**src/sv/multilevel_feedback_scheduler_defines.svh**
```systemverilog
// Assertion macros for the multilevel feedback scheduler.
// Included by the modules that carry concurrent assertions; no other dependencies.
`ifndef MULTILEVEL_FEEDBACK_SCHEDULER_DEFINES_SVH
`define MULTILEVEL_FEEDBACK_SCHEDULER_DEFINES_SVH

`ifndef NO_ASSERTIONS

// Same-cycle implication, sampled on the rising clock edge, off during reset
`define MLFS_ASSERT_IMPLY(label, clk, rst, ante, cons) \
   label: assert property (@(posedge clk) disable iff (rst) (ante) |-> (cons)) \
      else $error("mlfs assertion failed");

// Next-cycle implication, sampled on the rising clock edge, off during reset
`define MLFS_ASSERT_NEXT(label, clk, rst, ante, cons) \
   label: assert property (@(posedge clk) disable iff (rst) (ante) |=> (cons)) \
      else $error("mlfs assertion failed");

`else

`define MLFS_ASSERT_IMPLY(label, clk, rst, ante, cons)
`define MLFS_ASSERT_NEXT(label, clk, rst, ante, cons)

`endif

`endif

```
**src/sv/mlfs_pkg.sv**
```systemverilog
// Shared sizes, codes, structs and helper functions of the multilevel feedback scheduler.
// No dependencies; used by every module of the block.
package mlfs_pkg;

   // Sizing
   localparam int QUEUE_DEPTH = 16;
   localparam int NUM_LEVELS  = 4;
   localparam int SLOTS       = QUEUE_DEPTH + 1;
   localparam int SLOT_W      = $clog2(SLOTS);
   localparam int COUNT_W     = $clog2(SLOTS + 1);
   localparam int LEVEL_W     = (NUM_LEVELS > 1) ? $clog2(NUM_LEVELS) : 1;
   localparam int TOTAL_W     = $clog2(QUEUE_DEPTH + 1);

   // Fixed field widths
   localparam int ID_W        = 8;
   localparam int TICKS_W     = 16;
   localparam int QUANT_W     = 8;
   localparam int OUT_LEVEL_W = 2;
   localparam int CSR_INDEX_W = 2;
   localparam int CSR_DATA_W  = 8;

   localparam logic [LEVEL_W-1:0] LAST_LEVEL = LEVEL_W'(NUM_LEVELS - 1);

   // Request function codes
   typedef enum logic {
      FUNC_TICK    = 1'b0,
      FUNC_ARRIVAL = 1'b1
   } func_type;

   // Control register indexes
   typedef enum logic [CSR_INDEX_W-1:0] {
      CSR_QUANTUM_L1 = 2'd0,
      CSR_QUANTUM_L2 = 2'd1,
      CSR_QUANTUM_L3 = 2'd2
   } csr_index_type;

   typedef struct packed {
      func_type             func;
      logic [ID_W-1:0]      proc_id;
      logic [TICKS_W-1:0]   burst;
   } req_type;

   typedef struct packed {
      logic [QUANT_W-1:0] level1;
      logic [QUANT_W-1:0] level2;
      logic [QUANT_W-1:0] level3;
   } quant_cfg_type;

   typedef struct packed {
      logic                 push;
      logic                 pop;
      logic [ID_W-1:0]      push_id;
      logic [TICKS_W-1:0]   push_ticks;
   } fifo_cmd_type;

   typedef struct packed {
      logic [COUNT_W-1:0]   count;
      logic [ID_W-1:0]      head_id;
      logic [TICKS_W-1:0]   head_ticks;
   } fifo_stat_type;

   typedef struct packed {
      logic                   running_valid;
      logic [ID_W-1:0]        running_id;
      logic [OUT_LEVEL_W-1:0] running_level;
      logic [TICKS_W-1:0]     remaining_time;
      logic                   arrival_refused;
   } rsp_type;

   // Circular slot pointer advance
   function automatic logic [SLOT_W-1:0] next_slot(input logic [SLOT_W-1:0] ptr);
      return (ptr == SLOT_W'(SLOTS - 1)) ? '0 : ptr + 1'b1;
   endfunction

   // Quantum of a level; a programmed zero behaves as one
   function automatic logic [QUANT_W-1:0] quantum_for(input logic [LEVEL_W-1:0] lv,
                                                      input quant_cfg_type   cfg);
      logic [QUANT_W-1:0] q;
      if (lv == '0) begin
         q = cfg.level1;
      end else if (lv == LEVEL_W'(1)) begin
         q = cfg.level2;
      end else begin
         q = cfg.level3;
      end
      return (q == '0) ? QUANT_W'(1) : q;
   endfunction

endpackage

```
**src/sv/mlfs_level_fifo.sv**
```systemverilog
// One priority level's FIFO of waiting processes (id and remaining ticks).
// Depends on mlfs_pkg; the head entry is held in a register read from the slot array.
module mlfs_level_fifo (
   input  logic                   clock,
   input  logic                   reset,
   input  mlfs_pkg::fifo_cmd_type cmd,
   output mlfs_pkg::fifo_stat_type stat
);
   import mlfs_pkg::*;

   logic [ID_W-1:0]    id_mem_ff    [SLOTS];
   logic [TICKS_W-1:0] ticks_mem_ff [SLOTS];

   logic [SLOT_W-1:0]  head_ff,  head_in;
   logic [SLOT_W-1:0]  tail_ff,  tail_in;
   logic [COUNT_W-1:0] count_ff, count_in;
   logic [ID_W-1:0]    head_id_ff;
   logic [TICKS_W-1:0] head_ticks_ff;

   // Pointer and occupancy update
   always_comb begin
      head_in  = cmd.pop  ? next_slot(head_ff) : head_ff;
      tail_in  = cmd.push ? next_slot(tail_ff) : tail_ff;
      count_in = COUNT_W'(count_ff + COUNT_W'(cmd.push) - COUNT_W'(cmd.pop));
   end

   always_ff @(posedge clock) begin
      if (reset) begin
         head_ff  <= '0;
         tail_ff  <= '0;
         count_ff <= '0;
      end else begin
         head_ff  <= head_in;
         tail_ff  <= tail_in;
         count_ff <= count_in;
      end
   end

   // Entry storage, written at the tail
   always_ff @(posedge clock) begin
      if (cmd.push) begin
         id_mem_ff[tail_ff]    <= cmd.push_id;
         ticks_mem_ff[tail_ff] <= cmd.push_ticks;
      end
   end

   // Head entry register; an entry written into the next head slot is passed straight on
   always_ff @(posedge clock) begin
      if (cmd.push && (tail_ff == head_in)) begin
         head_id_ff    <= cmd.push_id;
         head_ticks_ff <= cmd.push_ticks;
      end else begin
         head_id_ff    <= id_mem_ff[head_in];
         head_ticks_ff <= ticks_mem_ff[head_in];
      end
   end

   assign stat.count      = count_ff;
   assign stat.head_id    = head_id_ff;
   assign stat.head_ticks = head_ticks_ff;

endmodule

```
**src/sv/mlfs_sched_core.sv**
```systemverilog
// Scheduling step: arrival enqueue, demotion, priority poll and running-process state.
// Depends on mlfs_pkg, mlfs_level_fifo and the assertion macro header.
`include "multilevel_feedback_scheduler_defines.svh"

module mlfs_sched_core (
   input  logic                    clock,
   input  logic                    reset,
   input  logic                    item_valid,
   input  mlfs_pkg::req_type       req,
   input  mlfs_pkg::quant_cfg_type quant,
   output mlfs_pkg::rsp_type       rsp
);
   import mlfs_pkg::*;

   // Running process and waiting count
   logic                 run_valid_ff, run_valid_in;
   logic [ID_W-1:0]      run_id_ff,    run_id_in;
   logic [TICKS_W-1:0]   run_ticks_ff, run_ticks_in;
   logic [LEVEL_W-1:0]   run_level_ff, run_level_in;
   logic [QUANT_W-1:0]   quantum_left_ff, quantum_left_in;
   logic [TOTAL_W-1:0]   total_ff, total_in;

   fifo_cmd_type  cmd  [NUM_LEVELS];
   fifo_stat_type stat [NUM_LEVELS];

   logic                 is_tick, is_arrival, arrival_ok, refused;
   logic                 expired, poll, demote;
   logic [LEVEL_W-1:0]   demote_level;
   logic [ID_W-1:0]      push_id;
   logic [TICKS_W-1:0]   push_ticks;
   logic [NUM_LEVELS-1:0] push_vec, pop_vec, nonempty;
   logic                 found;
   logic [LEVEL_W-1:0]   sel;
   logic [ID_W-1:0]      sel_id;
   logic [TICKS_W-1:0]   sel_ticks;

   // One FIFO per level
   for (genvar g = 0; g < NUM_LEVELS; g++) begin : g_level
      mlfs_level_fifo u_fifo (
         .clock (clock),
         .reset (reset),
         .cmd   (cmd[g]),
         .stat  (stat[g])
      );
   end

   // Request decode and demotion decision
   always_comb begin
      is_tick      = item_valid && (req.func == FUNC_TICK);
      is_arrival   = item_valid && (req.func == FUNC_ARRIVAL);
      arrival_ok   = is_arrival && (total_ff < TOTAL_W'(QUEUE_DEPTH)) && (req.burst != '0);
      refused      = is_arrival && !arrival_ok;
      expired      = (run_level_ff != LAST_LEVEL) && (quantum_left_ff == '0);
      poll         = is_tick && (!run_valid_ff || (run_ticks_ff == '0) || expired);
      demote       = poll && run_valid_ff && (run_ticks_ff != '0);
      demote_level = (run_level_ff < LAST_LEVEL) ? LEVEL_W'(run_level_ff + 1'b1) : LAST_LEVEL;
      push_id      = is_arrival ? req.proc_id : run_id_ff;
      push_ticks   = is_arrival ? req.burst   : run_ticks_ff;
   end

   // Enqueue and first non-empty level search (a level just pushed counts as filled)
   always_comb begin
      found = 1'b0;
      sel   = '0;
      for (int lv = 0; lv < NUM_LEVELS; lv++) begin
         push_vec[lv] = ((arrival_ok && (lv == 0)) ||
                         (demote && (demote_level == LEVEL_W'(lv)))) &&
                        (stat[lv].count < COUNT_W'(SLOTS));
         nonempty[lv] = (stat[lv].count != '0) || push_vec[lv];
      end
      for (int lv = NUM_LEVELS - 1; lv >= 0; lv--) begin
         if (nonempty[lv]) begin
            found = 1'b1;
            sel   = LEVEL_W'(lv);
         end
      end
      // Empty level being filled this cycle: take the pushed entry directly
      if (stat[sel].count == '0) begin
         sel_id    = push_id;
         sel_ticks = push_ticks;
      end else begin
         sel_id    = stat[sel].head_id;
         sel_ticks = stat[sel].head_ticks;
      end
      for (int lv = 0; lv < NUM_LEVELS; lv++) begin
         pop_vec[lv]        = poll && found && (sel == LEVEL_W'(lv));
         cmd[lv].push       = push_vec[lv];
         cmd[lv].pop        = pop_vec[lv];
         cmd[lv].push_id    = push_id;
         cmd[lv].push_ticks = push_ticks;
      end
   end

   // Next running state, then one tick of work and quantum
   always_comb begin
      run_valid_in    = run_valid_ff;
      run_id_in       = run_id_ff;
      run_ticks_in    = run_ticks_ff;
      run_level_in    = run_level_ff;
      quantum_left_in = quantum_left_ff;
      if (poll) begin
         if (found) begin
            run_valid_in    = 1'b1;
            run_id_in       = sel_id;
            run_ticks_in    = sel_ticks;
            run_level_in    = sel;
            quantum_left_in = (sel == LAST_LEVEL) ? '0 : quantum_for(sel, quant);
         end else begin
            run_valid_in    = 1'b0;
            run_id_in       = '0;
            run_ticks_in    = '0;
            run_level_in    = '0;
            quantum_left_in = '0;
         end
      end
      if (is_tick && run_valid_in) begin
         if (run_ticks_in != '0) begin
            run_ticks_in = run_ticks_in - 1'b1;
         end
         if ((run_level_in != LAST_LEVEL) && (quantum_left_in != '0)) begin
            quantum_left_in = quantum_left_in - 1'b1;
         end
      end
      total_in = TOTAL_W'(total_ff + TOTAL_W'(|push_vec) - TOTAL_W'(|pop_vec));
   end

   always_ff @(posedge clock) begin
      if (reset) begin
         run_valid_ff    <= 1'b0;
         run_id_ff       <= '0;
         run_ticks_ff    <= '0;
         run_level_ff    <= '0;
         quantum_left_ff <= '0;
         total_ff        <= '0;
      end else begin
         run_valid_ff    <= run_valid_in;
         run_id_ff       <= run_id_in;
         run_ticks_ff    <= run_ticks_in;
         run_level_ff    <= run_level_in;
         quantum_left_ff <= quantum_left_in;
         total_ff        <= total_in;
      end
   end

   // Result of this request, idle fields forced to zero
   always_comb begin
      rsp.running_valid   = run_valid_in;
      rsp.running_id      = run_valid_in ? run_id_in : '0;
      rsp.running_level   = run_valid_in ? OUT_LEVEL_W'(run_level_in) : '0;
      rsp.remaining_time  = run_valid_in ? run_ticks_in : '0;
      rsp.arrival_refused = refused;
   end

   // Idle scheduler carries no stale process
   `MLFS_ASSERT_IMPLY(a_idle_clear, clock, reset, !run_valid_ff,
      (run_id_ff == '0) && (run_ticks_ff == '0) && (run_level_ff == '0))
   // At most one level gives up its head per request
   `MLFS_ASSERT_IMPLY(a_single_pop, clock, reset, 1'b1, $onehot0(pop_vec))
   // A poll that finds work always leaves a process running
   `MLFS_ASSERT_NEXT(a_poll_runs, clock, reset, poll && found, run_valid_ff)
   // Run-to-completion level keeps no quantum
   `MLFS_ASSERT_IMPLY(a_last_no_quantum, clock, reset, run_level_ff == LAST_LEVEL,
      quantum_left_ff == '0)

endmodule

```
**src/sv/multilevel_feedback_scheduler.sv**
```systemverilog
// Multilevel feedback scheduler: one request per clock (tick or arrival), one result per
// request, strobed on rsp_strobe from the result register. busy is never raised, so a
// new request may be started every cycle; the request register and the result register
// bracket a single-pass scheduling step, and that step sets the one-request-per-cycle rate.
// The receiver cannot stall: rsp_strobe is high for a single cycle per result. The user
// must write quantum registers through csr_we/csr_index/csr_wdata only while no request
// is in flight; the block does not enforce it. Depends on mlfs_pkg and mlfs_sched_core.
module multilevel_feedback_scheduler (
   input  logic                                clock,
   input  logic                                reset,
   // Request channel
   input  logic                                start,
   output logic                                busy,
   input  logic                                req_func,
   input  logic [mlfs_pkg::ID_W-1:0]           req_proc_id,
   input  logic [mlfs_pkg::TICKS_W-1:0]        req_burst,
   // Control register write port
   input  logic                                csr_we,
   input  logic [mlfs_pkg::CSR_INDEX_W-1:0]    csr_index,
   input  logic [mlfs_pkg::CSR_DATA_W-1:0]     csr_wdata,
   // Result channel
   output logic                                rsp_strobe,
   output logic                                rsp_running_valid,
   output logic [mlfs_pkg::ID_W-1:0]           rsp_running_id,
   output logic [mlfs_pkg::OUT_LEVEL_W-1:0]    rsp_running_level,
   output logic [mlfs_pkg::TICKS_W-1:0]        rsp_remaining_time,
   output logic                                rsp_arrival_refused
);
   import mlfs_pkg::*;

   logic          req_valid_ff;
   req_type       req_ff, req_in;
   quant_cfg_type quant_ff, quant_in;
   logic          rsp_strobe_ff;
   rsp_type       rsp_ff, rsp_in;

   // Every request is taken as it comes
   assign busy = 1'b0;

   // Request register
   always_comb begin
      req_in.func    = func_type'(req_func);
      req_in.proc_id = req_proc_id;
      req_in.burst   = req_burst;
   end

   always_ff @(posedge clock) begin
      if (reset) begin
         req_valid_ff <= 1'b0;
      end else begin
         req_valid_ff <= start && !busy;
      end
   end

   always_ff @(posedge clock) begin
      if (start && !busy) begin
         req_ff <= req_in;
      end
   end

   // Quantum register decode
   always_comb begin
      quant_in = quant_ff;
      if (csr_we) begin
         unique case (csr_index_type'(csr_index))
            CSR_QUANTUM_L1: quant_in.level1 = QUANT_W'(csr_wdata);
            CSR_QUANTUM_L2: quant_in.level2 = QUANT_W'(csr_wdata);
            CSR_QUANTUM_L3: quant_in.level3 = QUANT_W'(csr_wdata);
            default: ;
         endcase
      end
   end

   always_ff @(posedge clock) begin
      if (reset) begin
         quant_ff.level1 <= QUANT_W'(1);
         quant_ff.level2 <= QUANT_W'(2);
         quant_ff.level3 <= QUANT_W'(4);
      end else begin
         quant_ff <= quant_in;
      end
   end

   // Scheduling step
   mlfs_sched_core u_core (
      .clock      (clock),
      .reset      (reset),
      .item_valid (req_valid_ff),
      .req        (req_ff),
      .quant      (quant_ff),
      .rsp        (rsp_in)
   );

   // Result register
   always_ff @(posedge clock) begin
      if (reset) begin
         rsp_strobe_ff <= 1'b0;
      end else begin
         rsp_strobe_ff <= req_valid_ff;
      end
   end

   always_ff @(posedge clock) begin
      if (req_valid_ff) begin
         rsp_ff <= rsp_in;
      end
   end

   assign rsp_strobe          = rsp_strobe_ff;
   assign rsp_running_valid   = rsp_ff.running_valid;
   assign rsp_running_id      = rsp_ff.running_id;
   assign rsp_running_level   = rsp_ff.running_level;
   assign rsp_remaining_time  = rsp_ff.remaining_time;
   assign rsp_arrival_refused = rsp_ff.arrival_refused;

endmodule
```
**config.mk**
```make
export PLATFORM = sky130hd
export DESIGN_NAME = multilevel_feedback_scheduler
export DESIGN_NICKNAME = d
export VERILOG_FILES = /design/src/sv/mlfs_pkg.sv /design/src/sv/mlfs_level_fifo.sv /design/src/sv/mlfs_sched_core.sv /design/src/sv/multilevel_feedback_scheduler.sv
export VERILOG_INCLUDE_DIRS = /design/src /design/src/sv
export SDC_FILE = /design/constraint.sdc
export NUM_CORES = 2
export LEC_CHECK = 0
export BUFFER_PORTS_ARGS = -buffer_cell sky130_fd_sc_hd__buf_4
export CORE_ASPECT_RATIO = 1.75
export CORE_MARGIN = 2
export CORE_UTILIZATION = 25
export DETAILED_ROUTE_END_ITERATION = 12
export PLACE_DENSITY_LB_ADDON = 0.2
export SYNTH_ARGS = -nofsm -noshare
export SYNTH_HDL_FRONTEND = slang
export SYNTH_SLANG_ARGS = --single-unit
export TNS_END_PERCENT = 20
```
**constraint.sdc**
```tcl
create_clock -name clock -period 15.72 [get_ports clock]
set_input_delay 1.572 -clock clock [delete_from_list [all_inputs] [get_ports clock]]
set_output_delay 1.572 -clock clock [all_outputs]
set_load 0.005 [all_outputs]
```
==> impl_metrics.json <==
{
  "status": "complete, but fails checks",
  "violations": "DRC",
  "clock_path_buffers": 4,
  "area_growth_pct": 15.5,
  "syn-num-nets": 3904,
  "netSwitchingFraction_pct": 27.7,
  "fin_ws_ps": 8170,
  "finalCritPeriodShare_pct": 48.0,
  "synth_cell_types": 83,
  "fillers": 28523,
  "yosysWarnings": 0,
  "cpMostUsedCell": "a21oi_1",
  "first_pass_iters": 12,
  "multiInputGateArea_um2": 18300,
  "layout-drive-gt1-share_pct": 24.0,
  "cts_hold_buf": 0,
  "row_count": 261,
  "final_common_cell": "edfxtp_1",
  "p_seq_share_pct": 49.0,
  "postCtsSetupRepairBufs": 0,
  "hold-path-cell-count": 2,
  "syn_area_um2": 72700,
  "yosys-top-cells-area": "edfxtp_1 70%, mux4_2 13%, dfxtp_1 4.0%, mux2i_1 2.1%, ha_1 1.2%",
  "seq_area_frac_synth_pct": 73.7,
  "slowest_delay_ps": 980,
  "clk_latency_ps": 840,
  "cts_made_buffers": 178,
  "comb_power_share_pct": 15.3,
  "path_cells": "nand2_2 -> buf_4 -> a2111oi_0 -> a21boi_0 -> nand2_1 -> a311oi_2 -> nor2_2 -> nor2_1 -> a21oi_1 -> o21ai_0 -> inv_1 -> ha_1 -> nand3_1 -> o32ai_1 -> a21oi_1 -> nor4_1 -> nand4_1 -> a31o_2 -> and3_1",
  "grtUsageMet1_pct": 17.5,
  "clkSinkCount": 1831,
  "core_area_um2": 289000,
  "fin_hold_ws_ps": 486,
  "end_kind": "flip-flop",
  "rr_worst_depth": 19,
  "maxCapViolCount": 0,
  "min_path_type": "reg -> reg",
  "globalplace.congestion": 0.913,
  "p_sw_uw": 3220,
  "htree_levels": 4,
  "powerDensity_nw_per_um2": 139,
  "grt_remaining_overflow": 0,
  "layout_common_cells": "1685 x edfxtp_1, 417 x mux4_2, 205 x buf_4",
  "finalPower_uw": 11700,
  "globalRouteMet3Util_pct": 1.65,
  "cts.clk_slew.worst_paths_ps": 70,
  "slew_headroom_pct": 11.4,
  "first_iter_violations": 3111,
  "grtUsageMet2_pct": 28.1,
  "vias_per_cell": 4.63,
  "yosysTopAreaCellShare_pct": 69.6,
  "slew_violations": 0,
  "hpwl_um": 139000,
  "critPathLaunchType": "flip-flop",
  "vias": 36823,
  "final_core_util_pct": 29.0,
  "synth_edf_count": 1685,
  "dieArea_um2": 295000,
  "ys_ff_latch": 1831,
  "grt_pass1_vias": 38339,
  "die_w_um": 412,
  "rsz0062_at_grt": "no",
  "path_class": "reg -> reg",
  "tightest_slew_ps": 1320,
  "drc": 33,
  "syn_inst": 3791,
  "antenna_left": 0,
  "skew_ps": 50.0,
  "drt-total-wl_um": 224000,
  "synth_ff_type": "edfxtp_1",
  "grt.total_usage_pct": 15.0,
  "cts_resized": 0,
  "synth-async-reset-ratio_pct": 0,
  "grt-busiest-layer": "met2",
  "yosysTopAreaCell": "edfxtp_1",
  "ir_worst_vdd_v": 0.000117,
  "dp_slack_ps": 8480,
  "setup_tns_ps": 0,
  "cp_max_fo": 31,
  "root_buffer": "clkbuf_16",
  "clkPwrFrac_pct": 35.6,
  "p_int_uw": 8430,
  "seqCellArea_um2": 53600,
  "io_pins": 69,
  "antenna_found_initial": 19,
  "cts_tree": "done",
  "grt_pass1_wl_um": 311000,
  "final-hold-violation-count": 0,
  "p_leak_uw": 0.0260,
  "fin_nets": 4106,
  "start_util_pct": 25.1,
  "max_freq_mhz": 133,
  "grt_max_degree": 71,
  "finalSetupViolCount": 0,
  "syn_avg_cell_area_um2": 19.2,
  "slowest_stage": "nor2_2",
  "arrival_ps": 8120,
  "die_h_um": 717,
  "post-route-min-period_ps": 7550,
  "wl_per_cell_um": 28.2,
  "cp.required_ps": 16290,
  "io_buffers": 67
}
-- metrics by stage --
| stage | instance area [µm²] | instances |
|---|---|---|
| 2_1_floorplan | 72700 | 3791 |
| 3_3_place_gp | 78500 | 7624 |
| 3_5_place_dp | 78500 | 7626 |
| 6_report | 83900 | 7946 |
| 4_1_cts | 83900 | 7936 |
| 5_1_grt | 83900 | 7938 |
-- worst max-delay path: cells and delay by family, from the launching register on --
| family | cells | cell delay (ps) |
|---|---|---|
| AOI/OAI and AO/OA | 8 | 2630 |
| adders and majority gates | 1 | 250 |
| buffers and inverters | 2 | 430 |
| DFF | 1 | 920 |
| and+or+nand+nor | 8 | 3010 |
-- Yosys cell counts, drive strengths merged (5+ instances only) --
cell type,number
nor4,17
a22oi,13
xnor2,19
o211ai,23
nand3,33
a31oi,9
mux2,24
dfxtp,146
a311oi,7
nand4,19
fa,5
clkbuf,114
buf,69
or3,10
a221oi,6
and3,6
mux2i,150
a2111oi,12
a211oi,59
mux4,417
nand2b,12
nand3b,9
o31ai,5
nor2b,23
a21o,6
or2,9
inv,90
ha,69
o221ai,8
nor3,37
nor4b,5
nand2,129
o21ai,60
a211o,7
and2,64
nor2,193
a22o,9
o21a,6
or4,13
edfxtp,1685
o22ai,27
a21oi,90
nor3b,9
xor2,20
-- metal layers --
layer	part of all wire, %	routed length [µm]	up-vias
met2	54	122000	834
met5	0.012	28	-
met1	39	86700	19909
met3	3.4	7730	284
met4	3.6	8150	4
li1	-	-	15792
-- path summary, 6_finish.rpt --
kind / endpoint / slack [ps] / start
setup / recovery: rsp_remaining_time[5] / 8170 / req_valid_ff
hold / removal: quant_ff[2] / 490 / quant_ff[2]
setup reg to reg: rsp_remaining_time[5] / 8170 / req_valid_ff
hold reg to reg: quant_ff[2] / 490 / quant_ff[2]
-- cell type report --
class	instances	area share, %
Sequential cell	1831	63.8
Clock buffer	232	5.67
Timing Repair Buffer	205	1.83
Tap cell	3813	5.68
Clock inverter	78	0.751
Antenna cell	10	0.0298
Multi-Input combinational cell	1686	21.8
Inverter	91	0.407
-- state kept, by name (all words and copies together) (netlist names), 20 cells and up, named ones only --
register                            count
quant_ff                               24
req_ff                                 25
u_core.g_level.u_fifo.count_ff         20
u_core.g_level.u_fifo.ticks_mem_ff   1088
u_core.g_level.u_fifo.id_mem_ff       544
u_core.g_level.u_fifo.tail_ff          20
u_core.g_level.u_fifo.head_ff          20
-- power groups by stage --
stage | clock [µW] | sequential [µW] | combinational (µW)
final | 4150 | 5710 | 1790
after global routing | 4430 | 5720 | 1910
after CTS | 4280 | 5710 | 1800
after detailed placement | 0 | 5820 | 1800
after global placement | 0 | 5820 | 1780
after floorplan | 0 | 5760 | 1080
-- logic make-up (layout without fill, tap and decap cells) --
kind of cell	after synthesis	after routing	synth area share, %
AO/OA/AOI/OAI	385	385	3.64
XOR/XNOR	39	39	0.470
adder cells (fa/ha/maj)	74	74	1.33
buffers and inverters	274	606	1.48
flip-flops	1831	1831	73.7
multiplexers	591	591	15.4
other	1	11	0.00516
AND/OR/NAND/NOR	596	596	4.05
(Power assumes the default switching activity.)
